===== config.mk =====
export PLATFORM = sky130hd
export DESIGN_NAME = can_bit_timing_search_flat
export DESIGN_NICKNAME = d
export VERILOG_FILES = /design/src/design/cbt_pkg.sv /design/src/design/cbt_ifs.sv /design/src/design/can_bit_timing_search.sv /design/src/design/cbt_div.sv /design/src/flat_wrapper.sv
export SDC_FILE = /design/constraint.sdc
export NUM_CORES = 1
export LEC_CHECK = 0
export BUFFER_PORTS_ARGS = -buffer_cell sky130_fd_sc_hd__buf_2
export CAP_MARGIN = 20
export CORE_UTILIZATION = 26
export CTS_CLUSTER_SIZE = 8
export DETAILED_ROUTE_END_ITERATION = 6
export GPL_ROUTABILITY_DRIVEN = 0
export GPL_TIMING_DRIVEN = 0
export MAX_ROUTING_LAYER = met4
export SETUP_SLACK_MARGIN = 0.02
export SKIP_LAST_GASP = 1
export SYNTH_ARGS = -nofsm -noshare
export SYNTH_HDL_FRONTEND = slang
export SYNTH_SLANG_ARGS = --single-unit

===== constraint.sdc =====
create_clock -name clk -period 5.4 [get_ports clk]
set_input_delay 1.08 -clock clk [delete_from_list [all_inputs] [get_ports clk]]
set_output_delay 1.08 -clock clk [all_outputs]
set_load 0.1 [all_outputs]

===== src/design/cbt_pkg.sv =====
package cbt_pkg;

  localparam int unsigned CLOCK_W = 32;
  localparam int unsigned BAUD_W = 20;
  localparam int unsigned WORD_W = 15;
  localparam int unsigned DIVSEL_W = 4;

  localparam logic [CLOCK_W-1:0] CLOCK_RESET = 32'd48000000;

  // Search ranges: divider d, prescale index q-1, segment index s-3
  localparam logic [3:0] DIV_LAST = 4'd15;
  localparam logic [4:0] QIDX_LAST = 5'd31;
  localparam logic [3:0] SIDX_LAST = 4'd14;
  localparam logic [1:0] SJW_MAX = 2'd3;

  // Product s*q*(d+1) never exceeds 17*32*16 = 8704
  localparam int unsigned PROD_W = 14;
  // q*(d+1) never exceeds 512
  localparam int unsigned QM_W = 10;

  typedef struct packed {
    logic done;
    logic [CLOCK_W-1:0] quotient;
  } div_rsp_t;

  typedef struct packed {
    logic start;
    logic [CLOCK_W-1:0] dividend;
    logic [BAUD_W-1:0] divisor;
  } div_req_t;

endpackage


===== src/design/cbt_ifs.sv =====
interface cbt_req_if;
  logic valid;
  logic ready;
  logic [cbt_pkg::BAUD_W-1:0] bit_rate;

  modport source (output valid, output bit_rate, input ready);
  modport sink (input valid, input bit_rate, output ready);
endinterface

interface cbt_res_if;
  logic valid;
  logic ready;
  logic found;
  logic [cbt_pkg::DIVSEL_W-1:0] clock_divider;
  logic [cbt_pkg::WORD_W-1:0] timing_word;

  modport source (output valid, output found, output clock_divider, output timing_word,
                  input ready);
  modport sink (input valid, input found, input clock_divider, input timing_word,
                output ready);
endinterface


===== src/design/can_bit_timing_search.sv =====
// Flow: a taken request with a nonzero bit rate runs a bit-serial division (32
// steps, then a done strobe), then the search (one candidate per cycle), then
// posts the result; a zero bit rate goes straight to post.
// A new request is taken only in idle, after the previous result has posted;
// a stalled result holds the sequencer in post.
// Reset (rst high, synchronous): idle sequencer, empty result, clock register 48000000.
module can_bit_timing_search (
  input  logic                        clk,
  input  logic                        rst,
  cbt_req_if.sink                     request,
  cbt_res_if.source                   result,
  input  logic                        cfg_we,
  input  logic [cbt_pkg::CLOCK_W-1:0] cfg_data
);

  localparam logic [1:0] ST_IDLE   = 2'd0;
  localparam logic [1:0] ST_DIV    = 2'd1;
  localparam logic [1:0] ST_SEARCH = 2'd2;
  localparam logic [1:0] ST_POST   = 2'd3;

  logic [1:0] state;
  logic [1:0] state_next;

  // Peripheral clock rate register
  logic [cbt_pkg::CLOCK_W-1:0] clock_hz;

  // Divider hookup
  cbt_pkg::div_req_t div_req;
  cbt_pkg::div_rsp_t div_rsp;

  // Quotient (clocks per bit), held during the search
  logic [cbt_pkg::CLOCK_W-1:0] cpb;

  // Search counters: d, q-1, s-3, plus running products
  logic [3:0]                 d;
  logic [4:0]                 qidx;
  logic [3:0]                 sidx;
  logic [4:0]                 mult;   // d + 1
  logic [cbt_pkg::QM_W-1:0]   qm;     // q * (d + 1)
  logic [cbt_pkg::PROD_W-1:0] prod;   // s * q * (d + 1)

  logic [cbt_pkg::QM_W-1:0]   qm_inc;
  logic [4:0]                 mult_inc;
  logic                       match;

  // Pending result
  logic                       res_found;
  logic [3:0]                 res_div;
  logic [cbt_pkg::WORD_W-1:0] res_word;

  // Timing word fields from the current candidate
  logic [3:0] tseg1;
  logic [2:0] tseg2;
  logic [1:0] sjw;
  logic [cbt_pkg::WORD_W-1:0] word;

  logic accept;
  logic post;

  assign accept = request.valid && request.ready;
  assign request.ready = (state == ST_IDLE);

  // Post when the result register is free or being drained this cycle
  assign post = (state == ST_POST) && (!result.valid || result.ready);

  // Configuration write
  always_ff @(posedge clk) begin
    if (rst) begin
      clock_hz <= cbt_pkg::CLOCK_RESET;
    end else if (cfg_we) begin
      clock_hz <= cfg_data;
    end
  end

  // Kick the divider on a nonzero bit rate
  assign div_req.start = accept && (request.bit_rate != '0);
  assign div_req.dividend = clock_hz;
  assign div_req.divisor = request.bit_rate;

  cbt_div u_div (
    .clk (clk),
    .rst (rst),
    .req (div_req),
    .rsp (div_rsp)
  );

  // Candidate check: quotient must fit the product width and equal it
  assign match = (cpb[cbt_pkg::CLOCK_W-1:cbt_pkg::PROD_W] == '0) &&
                 (cpb[cbt_pkg::PROD_W-1:0] == prod);

  assign qm_inc = qm + {5'd0, mult};
  assign mult_inc = mult + 5'd1;

  // tseg1 = (s-3)/2, tseg2 = the rest, sjw = min(tseg1, 3)
  assign tseg1 = {1'b0, sidx[3:1]};
  assign tseg2 = sidx[2:0] - tseg1[2:0];
  assign sjw = (tseg1 > {2'b00, cbt_pkg::SJW_MAX}) ? cbt_pkg::SJW_MAX : tseg1[1:0];
  assign word = {tseg2, tseg1, sjw, {1'b0, qidx}};

  // Sequencer
  always_comb begin
    state_next = state;
    unique case (state)
      ST_IDLE: begin
        if (accept) begin
          state_next = (request.bit_rate == '0) ? ST_POST : ST_DIV;
        end
      end
      ST_DIV: begin
        if (div_rsp.done) begin
          state_next = ST_SEARCH;
        end
      end
      ST_SEARCH: begin
        if (match || (d == cbt_pkg::DIV_LAST && qidx == cbt_pkg::QIDX_LAST &&
                      sidx == cbt_pkg::SIDX_LAST)) begin
          state_next = ST_POST;
        end
      end
      ST_POST: begin
        if (post) begin
          state_next = ST_IDLE;
        end
      end
      default: state_next = ST_IDLE;
    endcase
  end

  always_ff @(posedge clk) begin
    if (rst) begin
      state <= ST_IDLE;
    end else begin
      state <= state_next;
    end
  end

  // Search datapath: advance s innermost, then q, then d; products stay
  // incremental so each step needs only an add
  always_ff @(posedge clk) begin
    if (accept) begin
      // Clear the result for the zero-rate and not-found cases
      res_found <= 1'b0;
      res_div <= '0;
      res_word <= '0;
    end
    if (state == ST_DIV && div_rsp.done) begin
      cpb <= div_rsp.quotient;
      d <= '0;
      qidx <= '0;
      sidx <= '0;
      mult <= 5'd1;
      qm <= cbt_pkg::QM_W'(1);
      prod <= cbt_pkg::PROD_W'(3);
    end else if (state == ST_SEARCH) begin
      if (match) begin
        res_found <= 1'b1;
        res_div <= d;
        res_word <= word;
      end else if (sidx != cbt_pkg::SIDX_LAST) begin
        sidx <= sidx + 4'd1;
        prod <= prod + {{(cbt_pkg::PROD_W-cbt_pkg::QM_W){1'b0}}, qm};
      end else if (qidx != cbt_pkg::QIDX_LAST) begin
        qidx <= qidx + 5'd1;
        sidx <= '0;
        qm <= qm_inc;
        prod <= {{(cbt_pkg::PROD_W-cbt_pkg::QM_W-1){1'b0}}, qm_inc, 1'b0} +
                {{(cbt_pkg::PROD_W-cbt_pkg::QM_W){1'b0}}, qm_inc};
      end else if (d != cbt_pkg::DIV_LAST) begin
        d <= d + 4'd1;
        qidx <= '0;
        sidx <= '0;
        mult <= mult_inc;
        qm <= {5'd0, mult_inc};
        prod <= {{(cbt_pkg::PROD_W-6){1'b0}}, mult_inc, 1'b0} +
                {{(cbt_pkg::PROD_W-5){1'b0}}, mult_inc};
      end
    end
  end

  // Result register: hold until taken
  always_ff @(posedge clk) begin
    if (rst) begin
      result.valid <= 1'b0;
    end else if (post) begin
      result.valid <= 1'b1;
    end else if (result.ready) begin
      result.valid <= 1'b0;
    end
  end

  always_ff @(posedge clk) begin
    if (post) begin
      result.found <= res_found;
      result.clock_divider <= res_div;
      result.timing_word <= res_word;
    end
  end

endmodule


===== src/design/cbt_div.sv =====
module cbt_div (
  input  logic              clk,
  input  logic              rst,
  input  cbt_pkg::div_req_t req,
  output cbt_pkg::div_rsp_t rsp
);

  logic                        busy;
  logic [4:0]                  count;
  logic [cbt_pkg::CLOCK_W-1:0] shreg;
  logic [cbt_pkg::BAUD_W-1:0]  rem;
  logic [cbt_pkg::BAUD_W-1:0]  divisor;
  logic                        done;

  logic [cbt_pkg::BAUD_W:0]    trial;
  logic                        fits;

  // One restoring step: bring down the next dividend bit, subtract if it fits
  assign trial = {rem, shreg[cbt_pkg::CLOCK_W-1]};
  assign fits = (trial >= {1'b0, divisor});

  always_ff @(posedge clk) begin
    if (rst) begin
      busy <= 1'b0;
      done <= 1'b0;
      count <= '0;
    end else begin
      done <= 1'b0;
      if (req.start) begin
        busy <= 1'b1;
        count <= '0;
      end else if (busy) begin
        count <= count + 5'd1;
        if (count == 5'd31) begin
          busy <= 1'b0;
          done <= 1'b1;
        end
      end
    end
  end

  always_ff @(posedge clk) begin
    if (req.start) begin
      shreg <= req.dividend;
      divisor <= req.divisor;
      rem <= '0;
    end else if (busy) begin
      shreg <= {shreg[cbt_pkg::CLOCK_W-2:0], fits};
      rem <= fits ? trial[cbt_pkg::BAUD_W-1:0] - divisor : trial[cbt_pkg::BAUD_W-1:0];
    end
  end

  assign rsp.done = done;
  assign rsp.quotient = shreg;

endmodule


===== src/flat_wrapper.sv =====
// flat-port wrapper written by rule: the top's interface ports become plain ports
module can_bit_timing_search_flat 
  (clk, rst, cfg_we, cfg_data, request_valid, request_bit_rate, request_ready, result_valid, result_found, result_clock_divider, result_timing_word, result_ready);
  cbt_req_if request_i ();
  cbt_res_if result_i ();
  input  logic clk;
  input  logic rst;
  input  logic cfg_we;
  input  logic [cbt_pkg::CLOCK_W-1:0] cfg_data;
  input wire logic [$bits(request_i.valid)-1:0] request_valid;
  input wire logic [$bits(request_i.bit_rate)-1:0] request_bit_rate;
  output wire logic [$bits(request_i.ready)-1:0] request_ready;
  output wire logic [$bits(result_i.valid)-1:0] result_valid;
  output wire logic [$bits(result_i.found)-1:0] result_found;
  output wire logic [$bits(result_i.clock_divider)-1:0] result_clock_divider;
  output wire logic [$bits(result_i.timing_word)-1:0] result_timing_word;
  input wire logic [$bits(result_i.ready)-1:0] result_ready;
  assign request_i.valid = request_valid;
  assign request_i.bit_rate = request_bit_rate;
  assign request_ready = request_i.ready;
  assign result_valid = result_i.valid;
  assign result_found = result_i.found;
  assign result_clock_divider = result_i.clock_divider;
  assign result_timing_word = result_i.timing_word;
  assign result_i.ready = result_ready;
  can_bit_timing_search u_core (.clk(clk), .rst(rst), .request(request_i), .result(result_i), .cfg_we(cfg_we), .cfg_data(cfg_data));
endmodule

==> results.cfg, run 1 <==
[finish]
drive_gt1_share_pct = 11.1
finalInstanceArea_um2 = 13400
seqCellArea_um2 = 5610
multi_input_area_um2 = 5250
syn2layout_area_growth_pct = 19.1
nets = 1384
final_cell_mix = 153 x nand2_1, 124 x dfxtp_1, 104 x edfxtp_1
fillerInstances = 4453
final_common_cell = nand2_1

[synthesis]
synth_compound_area_share_pct = 12.9
synthArstFlopShare_pct = 0
syn_nets = 1268
netlist_area_um2 = 11300
synthMuxAreaShare_pct = 4.29
synthSimpleGateAreaFrac_pct = 15.2
synth_xor_area_share_pct = 5.82
ys_seq_area_share_pct = 49.7
synthCells = 1140
dominantRegCellSynth = dfxtp_1
synthAdderAreaFrac_pct = 8.27
synth_top_family_by_area = simple AND/OR/NAND/NOR gates
synth_cell_types = 68
synth_top_area_share_pct = 27.7
syn_avg_cell_area_um2 = 9.90
yosysTopAreaCell = edfxtp_1
ys_seq_elements = 228
ys_top_cells_by_area = edfxtp_1 28%, dfxtp_1 22%, ha_1 7.2%, nand2_1 5.1%, mux2i_1 4.0%
synth_edf_count = 104
ys_warn_count = 0

[flow_run]
maxCapViolCount = 0

[place]
dp_hpwl_um = 19600
portBuffers = 77
dpl-instance-area_um2 = 12400

[clock_network]
cts_hold_buf = 0
cts_tree = built
clk_latency_ps = 510
clkSinkCount = 228
htreeDepth = 2
numCtsBuffers = 34
cts_root_buffer = clkbuf_16
ctsResizeCount = 0
clockBufferDepth = 3
clk_pin_slew_worst_paths_ps = 50
post_cts_buffers = 0

[global_route]
grt_max_degree = 34
grt_pass1_vias = 8009
grt_pass1_wl_um = 42300
grt_usage_pct = 12.2
grt_overflow = 0
antenna_found_initial = 2

[detailed_routing]
vias_per_cell = 4.49
route.detailed.drc = 0
drt-total-wl_um = 26200
drtAntennaViolNets = 0
drt_iter0_drc = 558
vias = 8349
firstDrtPassIters = 5
wl_per_cell_um = 14.1

[setup_path]
path_max_fanout = 9
critPathArrivalTime_ps = 4940
critical_path_class = reg -> reg
r2r_cells = 16
crit_path_start_kind = flip-flop
crit_required_ps = 5760
crit_path_end_kind = flip-flop
slowest_delay_ps = 460
crit_chain = ha_1, fa_1, a211oi_2, nor3b_2, o21ai_0, xnor2_1, ha_1, clkbuf_1, nor4b_1, o21a_1, or4_1, a211o_1, a31o_1, a21oi_1, or4_1, o31ai_1
critPathSlowestCell = fa_1
cp-startpoint = u_core.mult[0]$_SDFFE_PP1P_
r2r-start = u_core.mult[0]$_SDFFE_PP1P_
r2r_slack_ps = 820

[timing]
setup_violations = 0
fmax_ghz = 0.218
finalCriticalPeriod_ps = 4580
drv_slew = 0
tns_ps = 0
rsz0062_at_grt = no
min_period_over_period_pct = 84.8
worst_pin_slew_ps = 937
relSlewSlack_pct = 37.4
hold_viol = 0
fin_skew_ps = 20.1

[power_and_ir_drop]
swShare_pct = 35.1
p_comb_share_pct = 32.8
power_frac_seq_pct = 37.5
vdd_drop_max_uv = 274
powerDensity_nw_per_um2 = 494
p_leak_nw = 5.45
switching_power_w = 0.00233
p_int_w = 0.00431
clkPwrFrac_pct = 29.6

[floorplan]
die_w_um = 210
coreArea_um2 = 42400
dieHeight_um = 210
rows = 75
ios = 79
dieArea_um2 = 44200
start_util_pct = 26.6

[worst_hold_path]
min_from = u_core.res_word[5]$_DFF_P_
hold_path_depth = 0
hp-class = reg -> reg

[run_status]
status = finished, final reports clean
==> power by group through the flow <==
stage / combinational, W / sequential [W] / clock [W]
detailed placement: 0.00218 / 0.00252 / 0
global placement: 0.00213 / 0.00252 / 0
global route: 0.00244 / 0.00253 / 0.00210
finish: 0.00218 / 0.00249 / 0.00197
floorplan: 0.00161 / 0.00255 / 0
CTS: 0.00219 / 0.00249 / 0.00202
==> sequential cells by signal, indices dropped and copies added (netlist names), 5 cells and up <==
register                   count
u_core.clock_hz               32
u_core.cpb                    32
u_core.u_div.shreg            32
u_core.u_div.divisor          20
u_core.u_div.rem              20
u_core.res_word               15
u_core.result.timing_word     15
u_core.prod                   14
u_core.qm                     10
u_core.mult                    5
u_core.qidx                    5
u_core.u_div.count             5
==> critical path, delay by kind of cell (launching register included) <==
family,cells,cell delay [ps]
xor+xnor,1,200
flops,1,390
buf+inv,1,210
simple gates,4,910
fa+ha+maj,3,1020
compound gates,7,1740
==> per-stage QoR <==
step | instances | hold WS (ps) | total power, W | util, % | worst slack (ps)
2_1_floorplan | 1140 | 400 | 0.00416 | - | 1360
3_3_place_gp | 1794 | 413 | 0.00465 | 29.2 | 867
3_5_place_dp | 1797 | 410 | 0.00470 | 29.3 | 835
4_1_cts | 1856 | 423 | 0.00670 | 31.7 | 826
5_1_grt | 1858 | 436 | 0.00708 | 31.7 | 525
6_report | 1858 | 424 | 0.00664 | 31.7 | 819
==> metal layers <==
layer | routed length [um] | GRT usage, % | vias to the layer above
li1 | - | - | 4264
met1 | 12000 | 15.5 | 3862
met2 | 12500 | 20.0 | 184
met3 | 1270 | 2.43 | 39
met4 | 469 | 2.94 | 0
met5 | 0 | - | -
==> logic make-up (layout without fill, tap and decap cells) <==
logic type               after synthesis  after routing
adder cells (fa/ha/maj)               71             71
multiplexers                          48             48
flip-flops                           228            228
buffers and inverters                112            251
AND/OR/NAND/NOR                      380            380
other                                  0              2
XOR/XNOR                              75             75
AO/OA/AOI/OAI                        226            226
==> synth_stat cells, types with 3 or more instances <==
library cell / number
a211o_1: 13
a211oi_1: 16
a21o_1: 11
a21oi_1: 54
a22oi_1: 3
a31oi_1: 4
and3_1: 6
buf_1: 5
buf_2: 4
clkbuf_1: 39
dfxtp_1: 124
edfxtp_1: 104
fa_1: 6
ha_1: 65
inv_1: 61
mux2i_1: 45
nand2_1: 153
nand2b_1: 3
nand3_1: 34
nand4_1: 11
nor2_1: 96
nor2_2: 3
nor2b_1: 21
nor3_1: 19
nor4_1: 12
o211ai_1: 7
o21a_1: 8
o21ai_0: 72
o22ai_1: 5
o311ai_0: 3
o31ai_1: 4
or2_2: 4
or3_1: 6
xnor2_1: 51
xor2_1: 24
==> worst paths after layout <==
path / end
min: u_core.result.timing_word[5]$_DFFE_PP_
min reg2reg: u_core.result.timing_word[5]$_DFFE_PP_
max reg2reg: u_core.prod[11]$_SDFFE_PP0P_
max: u_core.prod[11]$_SDFFE_PP0P_
==> layout make-up <==
class	count	area share, %
Clock inverter	2	0.242
Timing Repair Buffer	80	3.24
Clock buffer	57	7.13
Multi-Input combinational cell	800	39.0
Inverter	63	1.76
Antenna cell	2	0.0372
Buffer	49	1.48
Sequential cell	228	41.7
Tap cell	577	5.37
Power figures use the tool's default switching activity.
==> inputs of run 2 (changes only) <==
==> constraint.sdc (replaced) <==
create_clock -name clk -period 4.55 [get_ports clk]
set_input_delay 0.91 -clock clk [delete_from_list [all_inputs] [get_ports clk]]
set_output_delay 0.91 -clock clk [all_outputs]
set_load 0.1 [all_outputs]
==> run 2 against run 1 <==
- largest power group unchanged
- core utilization rose by 0.083 points
- worst setup slack got worse by 590 ps
- highest routed layer unchanged
- cell count increased by 0.11%
- sequential share of layout area is 0.11 points lower
- design area rose by 0.26%
- wire length is 0.17% higher
- first-iteration DRC count down 8.8%
- fmax up 6.0%
- critical path depth shrank 2
- global-route usage stayed put
- count of clock-buffer cells in the layout stayed put
==> results.cfg, run 2 (synthesis results as in run 1) <==
[run_status]
status = finished, final reports clean

[detailed_routing]
vias = 8383
route.detailed.drc = 0
drtAntennaViolNets = 0
vias_per_cell = 4.51
drt_iter0_drc = 509
firstDrtPassIters = 5
wl_per_cell_um = 14.1
drt-total-wl_um = 26300

[power_and_ir_drop]
p_leak_nw = 5.47
vdd_drop_max_uv = 325
total_power_w = 0.00789
powerDensity_nw_per_um2 = 586

[finish]
multi_input_area_um2 = 5270
nets = 1386
finalNonFillerCells = 1860
largest_registers = u_core.clock_hz x32, u_core.cpb x32, u_core.u_div.shreg x32
syn2layout_area_growth_pct = 19.4
seqCellArea_um2 = 5610
drive_gt1_share_pct = 11.4
final_common_cell = nand2_1
final_core_util_pct = 31.8
final_cell_mix = 153 x nand2_1, 124 x dfxtp_1, 104 x edfxtp_1
fillerInstances = 4451

[setup_path]
path_max_fanout = 9
critPathArrivalTime_ps = 4690
crit_required_ps = 4910
crit_chain = ha_1, a211oi_1, o21ai_0, a221oi_2, ha_1, clkbuf_1, nor4b_1, o21a_1, or4_1, a211o_1, a31o_1, a21oi_1, or4_1, o31ai_1
crit_path_start_kind = flip-flop
critical_path_class = reg -> reg
r2r_slack_ps = 230
critPathBufInv = 1
crit_family = compound AO/OA/AOI/OAI gates
crit_path_end_kind = flip-flop
slowest_delay_ps = 490
critPathSlowestCell = dfxtp_1

[clock_network]
cts_tree = built
cts_root_buffer = clkbuf_16
clk_pin_slew_worst_paths_ps = 50
clk_latency_ps = 510
htreeDepth = 2
numCtsBuffers = 34
cts_hold_buf = 0
clockBufferDepth = 3
clkSinkCount = 228

[place]
dpl.cell_count = 1797
dp_hpwl_um = 19600
portBuffers = 77

[global_route]
grt_pass1_vias = 8009
grt_usage_pct = 12.2
grt_pass1_wl_um = 42300
grt_overflow = 0
antenna_found_initial = 2
grt_max_degree = 34

[timing]
worst_pin_slew_ps = 946
fin_skew_ps = 20.2
fmax_ghz = 0.231
setup_violations = 0
rsz0062_at_grt = no
finalCriticalPeriod_ps = 4320
hold_viol = 0
tns_ps = 0
drv_slew = 0
hold_ws_ps = 424
min_period_over_period_pct = 95.0
relSlewSlack_pct = 36.7

[floorplan]
rows = 75
coreArea_um2 = 42400
start_util_pct = 26.6
dieArea_um2 = 44200
ios = 79
die_w_um = 210
dieHeight_um = 210

[worst_hold_path]
hp-class = reg -> reg

[flow_run]
maxCapViolCount = 0
[run 2: cell count changes in the layout (fill, tap and decap cells not counted)]
cell	delta
nor3b_4	+1
ha_1	-1
a211oi_4	+1
nor3b_2	-1
buf_4	+2
a211oi_2	-1
o21ai_0	-1
o21ai_2	+1
ha_2	+1
[run 2: worst paths after layout]
kind                              start                                endpoint  depth (start not counted)
max           u_core.qm[1]$_SDFFE_PP0P_            u_core.prod[11]$_SDFFE_PP0P_                         14
min          u_core.res_word[5]$_DFF_P_  u_core.result.timing_word[5]$_DFFE_PP_                          0
max reg2reg   u_core.qm[1]$_SDFFE_PP0P_            u_core.prod[11]$_SDFFE_PP0P_                         14
min reg2reg  u_core.res_word[5]$_DFF_P_  u_core.result.timing_word[5]$_DFFE_PP_                          0
[run 2: report_power, final]
group | total (W) | switching (W) | leakage (nW) | internal [W]
logic | 0.00259 | 0.00158 | 2.99 | 0.00101
clock network | 0.00234 | 0.000906 | 0.471 | 0.00143
registers | 0.00296 | 0.000279 | 2.00 | 0.00268
total | 0.00789 | 0.00277 | 5.47 | 0.00512
[run 2: layer usage]
metal  share of wire (%)  global-route usage, %
met5                   0                      -
met4                 1.8                   2.94
met3                 4.5                   2.43
met2                  48                   20.0
met1                  46                   15.5
[run 2: cell type report]
cell class	count	area share (%)
Inverter	63	1.75
Multi-Input combinational cell	800	39.1
Sequential cell	228	41.6
Antenna cell	2	0.0371
Clock buffer	57	7.11
Timing Repair Buffer	82	3.34
Tap cell	577	5.36
Buffer	49	1.48
Clock inverter	2	0.241
[run 2: metrics by stage]
stage	area [um2]	worst slack (ps)
after floorplan	11300	511
after global placement	12400	16.6
after detailed placement	12400	-15.2
after CTS	13400	70.6
after global routing	13500	48.7
final	13500	227
[run 2: what timing repair did]
item / 4_1_cts / 5_1_grt
setup buffers: 0 / 2
pin swaps: 0 / 2
gates resized for setup: 1 / 4
endpoints found under the setup margin: 2 / 2
